**src/rtl/tcrt_pkg.sv**
```systemverilog
// Shared types and constants for the three-channel root counter timer.
`default_nettype none

package tcrt_pkg;

    // Default number of timers and the width of the irq pulse vector.
    localparam int TIMER_COUNT_DEF = 3;
    localparam int IRQ_W           = 3;
    localparam int SEL_TIMERS      = 3;

    // Configuration register map.
    localparam int            CFG_ADDR_W   = 3;
    localparam logic          CFG_REG_SCAN = 1'b0;
    localparam logic [15:0]   SCAN_DIV_RST = 16'd2146;

    // Request codes.
    localparam logic [2:0] REQ_TICK      = 3'd0;
    localparam logic [2:0] REQ_RD_COUNT  = 3'd1;
    localparam logic [2:0] REQ_RD_MODE   = 3'd2;
    localparam logic [2:0] REQ_RD_TARGET = 3'd3;
    localparam logic [2:0] REQ_WR_COUNT  = 3'd4;
    localparam logic [2:0] REQ_WR_MODE   = 3'd5;
    localparam logic [2:0] REQ_WR_TARGET = 3'd6;

    // Mode word bits.
    localparam logic [15:0] MODE_HALT2     = 16'h0001;
    localparam logic [15:0] MODE_RESTART   = 16'h0008;
    localparam logic [15:0] MODE_IRQ_TGT   = 16'h0010;
    localparam logic [15:0] MODE_IRQ_OVF   = 16'h0020;
    localparam logic [15:0] MODE_REPEAT    = 16'h0040;
    localparam logic [15:0] MODE_DIV_A     = 16'h0100;
    localparam logic [15:0] MODE_DIV8      = 16'h0200;
    localparam logic [15:0] MODE_REQ       = 16'h0400;
    localparam logic [15:0] MODE_HIT_TGT   = 16'h0800;
    localparam logic [15:0] MODE_HIT_OVF   = 16'h1000;
    localparam logic [15:0] MODE_READ_KEEP = 16'he7ff;

    localparam logic [16:0] COUNT_WRAP = 17'h0ffff;

    typedef struct packed {
        logic [2:0]  req_type;
        logic [1:0]  timer_select;
        logic [15:0] write_value;
    } t_req;

    typedef struct packed {
        logic [15:0] read_value;
        logic [2:0]  irq_pulses;
    } t_rsp;

    // Per-timer command, decoded once in the top level.
    typedef struct packed {
        logic        tick;
        logic        sel;
        logic [2:0]  kind;
        logic [15:0] value;
    } t_tmr_cmd;

endpackage

`default_nettype wire

```
**src/rtl/tcrt_timer.sv**
```systemverilog
// One root counter: count, prescaler, mode, target and irq latch.
`default_nettype none

module tcrt_timer #(
    parameter int TIMER_IDX = 0
) (
    input  wire logic               i_clk,
    input  wire logic               i_rst_n,
    input  wire logic               i_en,
    input  wire tcrt_pkg::t_tmr_cmd i_cmd,
    input  wire logic [15:0]        i_scan_div,
    output logic [15:0]             o_rd_data,
    output logic                    o_irq
);
    import tcrt_pkg::*;

    logic [15:0] r_count, n_count;
    logic [15:0] r_pre,   n_pre;
    logic [15:0] r_mode,  n_mode;
    logic [15:0] r_target, n_target;
    logic        r_head,  n_head;
    logic        r_latch, n_latch;

    logic [16:0] w_rate;
    logic [16:0] w_next;
    logic        w_halt;
    logic        w_can_fire;

    // prescale ratio for this timer
    always_comb begin
        w_rate = 17'd1;
        if (TIMER_IDX == 0) begin
            if ((r_mode & MODE_DIV_A) != '0) w_rate = 17'd5;
        end else if (TIMER_IDX == 1) begin
            if ((r_mode & MODE_DIV_A) != '0) begin
                w_rate = (i_scan_div == '0) ? 17'd1 : {1'b0, i_scan_div};
            end
        end else if (TIMER_IDX == 2) begin
            if ((r_mode & MODE_DIV8) != '0) w_rate = 17'd8;
        end
    end

    assign w_halt     = (TIMER_IDX == 2) && ((r_mode & MODE_HALT2) != '0);
    assign w_next     = {1'b0, r_count} + 17'd1;
    assign w_can_fire = ((r_mode & MODE_REPEAT) != '0) || !r_latch;

    always_comb begin
        n_count   = r_count;
        n_pre     = r_pre;
        n_mode    = r_mode;
        n_target  = r_target;
        n_head    = r_head;
        n_latch   = r_latch;
        o_rd_data = '0;
        o_irq     = 1'b0;
        if (i_cmd.tick) begin
            if (!w_halt) begin
                if (({1'b0, r_pre} + 17'd1) >= w_rate) begin
                    n_pre = '0;
                    if (r_head && (w_next >= {1'b0, r_target})) begin
                        if ((r_mode & MODE_RESTART) != '0) begin
                            n_count = 16'(w_next - {1'b0, r_target});
                        end else begin
                            n_count = w_next[15:0];
                        end
                        n_head = n_count < r_target;
                        if (((r_mode & MODE_IRQ_TGT) != '0) && w_can_fire) begin
                            n_latch = 1'b1;
                            o_irq   = 1'b1;
                        end
                        n_mode = r_mode | MODE_HIT_TGT | MODE_REQ;
                    end else if (!r_head && (w_next >= COUNT_WRAP)) begin
                        n_count = 16'(w_next - COUNT_WRAP);
                        n_head  = n_count < r_target;
                        if (((r_mode & MODE_IRQ_OVF) != '0) && w_can_fire) begin
                            n_latch = 1'b1;
                            o_irq   = 1'b1;
                        end
                        n_mode = r_mode | MODE_HIT_OVF | MODE_REQ;
                    end else begin
                        n_count = w_next[15:0];
                    end
                end else begin
                    n_pre = r_pre + 16'd1;
                end
            end
        end else if (i_cmd.sel) begin
            unique case (i_cmd.kind)
                REQ_RD_COUNT: begin
                    o_rd_data = r_count;
                end
                REQ_RD_MODE: begin
                    o_rd_data = r_mode;
                    n_mode    = r_mode & MODE_READ_KEEP;
                end
                REQ_RD_TARGET: begin
                    o_rd_data = r_target;
                end
                REQ_WR_COUNT: begin
                    n_count = i_cmd.value;
                    n_head  = i_cmd.value < r_target;
                    n_pre   = '0;
                end
                REQ_WR_MODE: begin
                    n_mode  = i_cmd.value;
                    n_latch = 1'b0;
                    n_count = '0;
                    n_head  = r_target != '0;
                    n_pre   = '0;
                end
                REQ_WR_TARGET: begin
                    n_target = i_cmd.value;
                    n_head   = r_count < i_cmd.value;
                    n_pre    = '0;
                end
                default: begin
                end
            endcase
        end
    end

    always_ff @(posedge i_clk) begin
        if (!i_rst_n) begin
            r_count  <= '0;
            r_pre    <= '0;
            r_mode   <= '0;
            r_target <= '0;
            r_head   <= 1'b0;
            r_latch  <= 1'b0;
        end else if (i_en) begin
            r_count  <= n_count;
            r_pre    <= n_pre;
            r_mode   <= n_mode;
            r_target <= n_target;
            r_head   <= n_head;
            r_latch  <= n_latch;
        end
    end

endmodule

`default_nettype wire

```
**src/rtl/three_channel_root_timer.sv**
```systemverilog
// Top level of the three-channel root counter timer.
//
//  channel  | direction | payload  | handshake
//  ---------+-----------+----------+------------------------------
//  request  | in        | t_req    | i_in_valid / o_in_stall
//  response | out       | t_rsp    | o_out_valid / i_out_stall
//  config   | in        | 32b APB  | psel, penable, pwrite, pready
//
// One request per cycle, response in the cycle after accept: every timer
// computes its next state in a single pass and the response register holds
// the result. Reset (synchronous, active low) clears all timer state and
// loads the scanline divider with its default. The request side stalls only
// while the response register is full and the consumer is stalling.
`default_nettype none

module three_channel_root_timer #(
    parameter int TIMER_COUNT = tcrt_pkg::TIMER_COUNT_DEF
) (
    input  wire logic                          i_clk,
    input  wire logic                          i_rst_n,
    // request channel
    input  wire logic                          i_in_valid,
    output logic                               o_in_stall,
    input  wire tcrt_pkg::t_req                i_in_req,
    // response channel
    output logic                               o_out_valid,
    input  wire logic                          i_out_stall,
    output tcrt_pkg::t_rsp                     o_out_rsp,
    // configuration port
    input  wire logic                          psel,
    input  wire logic                          penable,
    input  wire logic                          pwrite,
    input  wire logic [tcrt_pkg::CFG_ADDR_W-1:0] paddr,
    input  wire logic [31:0]                   pwdata,
    output logic [31:0]                        prdata,
    output logic                               pready
);
    import tcrt_pkg::*;

    logic        r_out_valid;
    t_rsp        r_rsp;
    logic [15:0] r_scan_div;

    logic        w_accept;
    logic [15:0] w_rd [TIMER_COUNT];
    logic        w_irq [TIMER_COUNT];
    t_rsp        w_rsp;

    // A new request is taken whenever the response register can be refilled.
    assign o_in_stall = r_out_valid && i_out_stall;
    assign w_accept   = i_in_valid && !o_in_stall;

    // APB: single register, zero-wait.
    assign pready = 1'b1;
    assign prdata = (paddr[CFG_ADDR_W-1] == CFG_REG_SCAN) ? {16'b0, r_scan_div} : '0;

    always_ff @(posedge i_clk) begin
        if (!i_rst_n) begin
            r_scan_div <= SCAN_DIV_RST;
        end else if (psel && penable && pwrite && pready &&
                     (paddr[CFG_ADDR_W-1] == CFG_REG_SCAN)) begin
            r_scan_div <= pwdata[15:0];
        end
    end

    // Timer instances. Only the first three are addressable by the bus.
    for (genvar gi = 0; gi < TIMER_COUNT; gi++) begin : g_tmr
        t_tmr_cmd w_cmd;

        always_comb begin
            w_cmd.tick  = i_in_req.req_type == REQ_TICK;
            w_cmd.sel   = (gi < SEL_TIMERS) && (i_in_req.timer_select == 2'(gi));
            w_cmd.kind  = i_in_req.req_type;
            w_cmd.value = i_in_req.write_value;
        end

        tcrt_timer #(
            .TIMER_IDX (gi)
        ) u_timer (
            .i_clk      (i_clk),
            .i_rst_n    (i_rst_n),
            .i_en       (w_accept),
            .i_cmd      (w_cmd),
            .i_scan_div (r_scan_div),
            .o_rd_data  (w_rd[gi]),
            .o_irq      (w_irq[gi])
        );
    end

    // Only the selected timer drives nonzero read data, so an OR merges them.
    always_comb begin
        w_rsp = '0;
        for (int k = 0; k < TIMER_COUNT; k++) begin
            w_rsp.read_value = w_rsp.read_value | w_rd[k];
        end
        for (int k = 0; k < IRQ_W; k++) begin
            if (k < TIMER_COUNT) w_rsp.irq_pulses[k] = w_irq[k];
        end
    end

    // Response register.
    always_ff @(posedge i_clk) begin
        if (!i_rst_n) begin
            r_out_valid <= 1'b0;
        end else if (w_accept) begin
            r_out_valid <= 1'b1;
        end else if (!i_out_stall) begin
            r_out_valid <= 1'b0;
        end
    end

    always_ff @(posedge i_clk) begin
        if (w_accept) begin
            r_rsp <= w_rsp;
        end
    end

    assign o_out_valid = r_out_valid;
    assign o_out_rsp   = r_rsp;

endmodule

`default_nettype wire
```
**config.mk**
```make
export PLATFORM = sky130hd
export DESIGN_NAME = three_channel_root_timer
export DESIGN_NICKNAME = d
export VERILOG_FILES = /design/src/rtl/tcrt_pkg.sv /design/src/rtl/tcrt_timer.sv /design/src/rtl/three_channel_root_timer.sv
export SDC_FILE = /design/constraint.sdc
export NUM_CORES = 1
export LEC_CHECK = 0
export BUFFER_PORTS_ARGS = -buffer_cell sky130_fd_sc_hd__buf_2
export CORE_ASPECT_RATIO = 1.25
export CORE_UTILIZATION = 45
export CTS_BUF_LIST = sky130_fd_sc_hd__clkbuf_2 sky130_fd_sc_hd__clkbuf_4 sky130_fd_sc_hd__clkbuf_8
export DETAILED_ROUTE_END_ITERATION = 8
export PLACE_DENSITY = 0.75
export SYNTH_ARGS = -nofsm -noshare
export SYNTH_HDL_FRONTEND = slang
export SYNTH_SLANG_ARGS = --single-unit
```
**constraint.sdc**
```tcl
create_clock -name i_clk -period 4.3 [get_ports i_clk]
set_input_delay 0.86 -clock i_clk [delete_from_list [all_inputs] [get_ports i_clk]]
set_output_delay 0.86 -clock i_clk [all_outputs]
set_load 0.01 [all_outputs]
```
==> results.cfg <==
[route]
dr.first_iter.drc_count = 2397
vias = 23670
vias_per_cell = 6.261
wire_per_inst_um = 22.54
firstDrtPassIters = 7
post-route-drc-count = 0
drtAntennaViolNets = 0
routed_wl_um = 85220

[pwr]
power.density_nw_per_um2 = 245.2
total_power_mw = 6.477
peakVddDrop_mv = 0.1929
p_leak_nw = 11.23

[place]
dp_hpwl_um = 64720
port_buffers = 81
place_area_um2 = 24600
dp_slack_ns = -0.5118
gp_congestion = 1.046

[grt]
grt_pass1_vias = 22750
grt_pass1_wl_um = 127700
antenna_found_initial = 6
overflow = 0
grt_max_degree = 75
grt_usage_pct = 33.83

[clocking]
clock_sinks = 234
clk_path_buf_depth = 3
cts_root_buf = clkbuf_8
cts_tree = built
clk_pin_slew_ns = 0.08
cts_max_level = 2
hold_buffers = 0
cts_buffers = 44
clock_latency_ns = 0.65

[timing]
relSlewSlack_pct = 35.18
fin_skew_ns = 0.03721
slew_viol_final = 0
worst_slack_ns = -0.1836
setup-tns-final_ns = -0.1836
worstMarginPinSlew_ns = 0.9722
rsz0062_at_grt = yes
min_period_ns = 4.484
hold_violations = 0
setup_viol = 1
min_period_over_period_pct = 104.3
max_freq_mhz = 223.0

[critical_path]
worstSetupStartpointType = flip-flop
crit_required_ns = 4.87
rrSetupSlack_ns = -0.18
worstSetupStartpoint = g_tmr[2].u_timer.r_count[3]
endpoint_kind = flip-flop
worst_ep_arrival_time_ns = 5.05
crit_end = g_tmr[2].u_timer.r_head
critPathKind = reg2reg
r2r_start = g_tmr[2].u_timer.r_count[3]
path_max_fanout = 4
r2r_cells = 19
r2r-end = g_tmr[2].u_timer.r_head

[synthesis]
ys.flop_type = dfxtp_1
yosys_register_bits = 234
synth_edf_count = 19
avgSynthCellArea_um2 = 7.756
synth.yosys.seq_area_share_pct = 22.52
netlist_area_um2 = 21650
ys_async_sr_fraction_pct = 0
yosys_warnings = 0
netlist-cell-type-count = 96
syn_inst = 2791

[floorplan]
fp.dieArea_um2 = 48990
initial_core_util_pct = 45.74
io_pins = 117
die_h_um = 247.2
die_x_um = 198.2
rows = 89
core_um2 = 47330

[finish]
drive_gt1_share_pct = 22.63
final_cell_mix = nand2_1, buf_4, ha_1, dfxtp_1, a21oi_1
syn2layout_area_growth_pct = 22.03
final_area_um2 = 26420
nets = 3431
fillers = 4335
final_common_cell = nand2_1

[outcome]
status = finished with violations
violations = setup timing

[job]
drv_cap = 0

[min_path]
hold_path_class = in2reg
## layout make-up
| class | instances | area [µm²] | share of cell area (%) |
|---|---|---|---|
| Antenna cell | 5 | 12.51 | 0.04736 |
| Clock buffer | 62 | 803.3 | 3.041 |
| Clock inverter | 17 | 167.7 | 0.6347 |
| Inverter | 117 | 439.2 | 1.662 |
| Multi-Input combinational cell | 2282 | 16250 | 61.51 |
| Sequential cell | 234 | 4910 | 18.59 |
| Tap cell | 637 | 797.0 | 3.017 |
| Timing Repair Buffer | 426 | 3038 | 11.50 |
## metal layers
layer  global-route usage (%)  share of wire (%)  vias up
met3                    7.188                8.8      416
met1                    38.58                 37    11230
li1                         -                  -    10790
met2                    55.45                 46     1222
met5                        0              0.072        -
met4                    25.19                8.0       10
## kinds of logic (layout without fill, tap and decap cells)
family | count (synthesis) | after routing | synth area share [%]
and+or+nand+nor | 1011 | 1011 | 22.91
AOI/OAI and AO/OA | 790 | 790 | 24.73
buffers and inverters | 290 | 622 | 5.595
adders and majority gates | 263 | 263 | 15.31
DFF | 234 | 234 | 22.52
xor gates and xnor gates | 145 | 145 | 6.058
muxes | 56 | 56 | 2.850
other | 2 | 22 | 0.03469
## synth_stat cells (43+ instances only)
master	n	area share (%)
nand2_1	434	7.5
ha_1	260	15
dfxtp_1	215	20
a21oi_1	171	4.0
o21ai_0	150	3.5
nor2_1	148	2.6
clkbuf_1	117	2.0
inv_1	117	2.0
a21boi_0	111	3.8
xnor2_1	76	3.1
nand3_1	69	1.6
xor2_1	65	2.6
nand4_1	55	1.6
and3_1	49	1.4
nor2b_1	49	1.4
mux2_2	45	2.3
nor3_1	43	0.99
## worst max-delay path: stages, from the launching register on
cell,delay [ns]
dfxtp_2,0.35
and4_4,0.26
nand4_1,0.15
xnor2_2,0.25
ha_4,0.25
a21o_1,0.15
a21o_1,0.17
o31a_1,0.32
o21a_1,0.21
or4_1,0.41
a31oi_1,0.20
xor2_1,0.21
a21oi_1,0.10
ha_1,0.30
nand4_1,0.10
a211oi_1,0.06
nor4_1,0.32
a311oi_1,0.09
or4_1,0.41
a21boi_1,0.13
## report_power, final
| group | switching [mW] | internal, mW |
|---|---|---|
| sequential | 0.0451 | 2.24 |
| clock | 1.10 | 1.35 |
| combinational | 0.991 | 0.752 |
| total | 2.14 | 4.34 |
## what timing repair did
item	in CTS	in global routing
setup buffers	16	12
gates resized for setup	58	80
pin swaps	40	45
endpoints found under the setup margin	3	7
## registers in the layout, indices dropped and copies added, names as in the netlist
signal / flops
g_tmr.u_timer.r_target: 48
o_out_valid: 1
g_tmr.u_timer.r_mode: 48
r_scan_div: 16
g_tmr.u_timer.r_head: 3
g_tmr.u_timer.r_pre: 48
o_out_rsp: 19
g_tmr.u_timer.r_count: 48
g_tmr.u_timer.r_latch: 3
## how the worst min path moves through the flow
stage / cells after the start / endpoint / slack [ns] / from
detailed placement: 2 / g_tmr[0].u_timer.r_mode[10] / 0.45 / g_tmr[0].u_timer.r_mode[10]
floorplan: 2 / g_tmr[0].u_timer.r_mode[10] / 0.43 / g_tmr[0].u_timer.r_mode[10]
global placement: 2 / g_tmr[1].u_timer.r_mode[0] / 0.45 / g_tmr[1].u_timer.r_mode[0]
finish: 3 / r_scan_div[5] / 0.42 / pwdata[5]
global route: 2 / o_out_valid / 0.44 / i_in_valid
CTS: 3 / r_scan_div[5] / 0.39 / pwdata[5]
## per-stage QoR
stage                     instances  hold slack, ns  util (%)
after floorplan                2806          0.4348         -
after global placement         3670          0.4474     51.98
after detailed placement       3670          0.4518     51.98
after CTS                      3764          0.3939     54.86
after global routing           3776          0.4377     55.80
final                          3780          0.4230     55.82
Note: power is estimated with default switching activity, not from simulation.
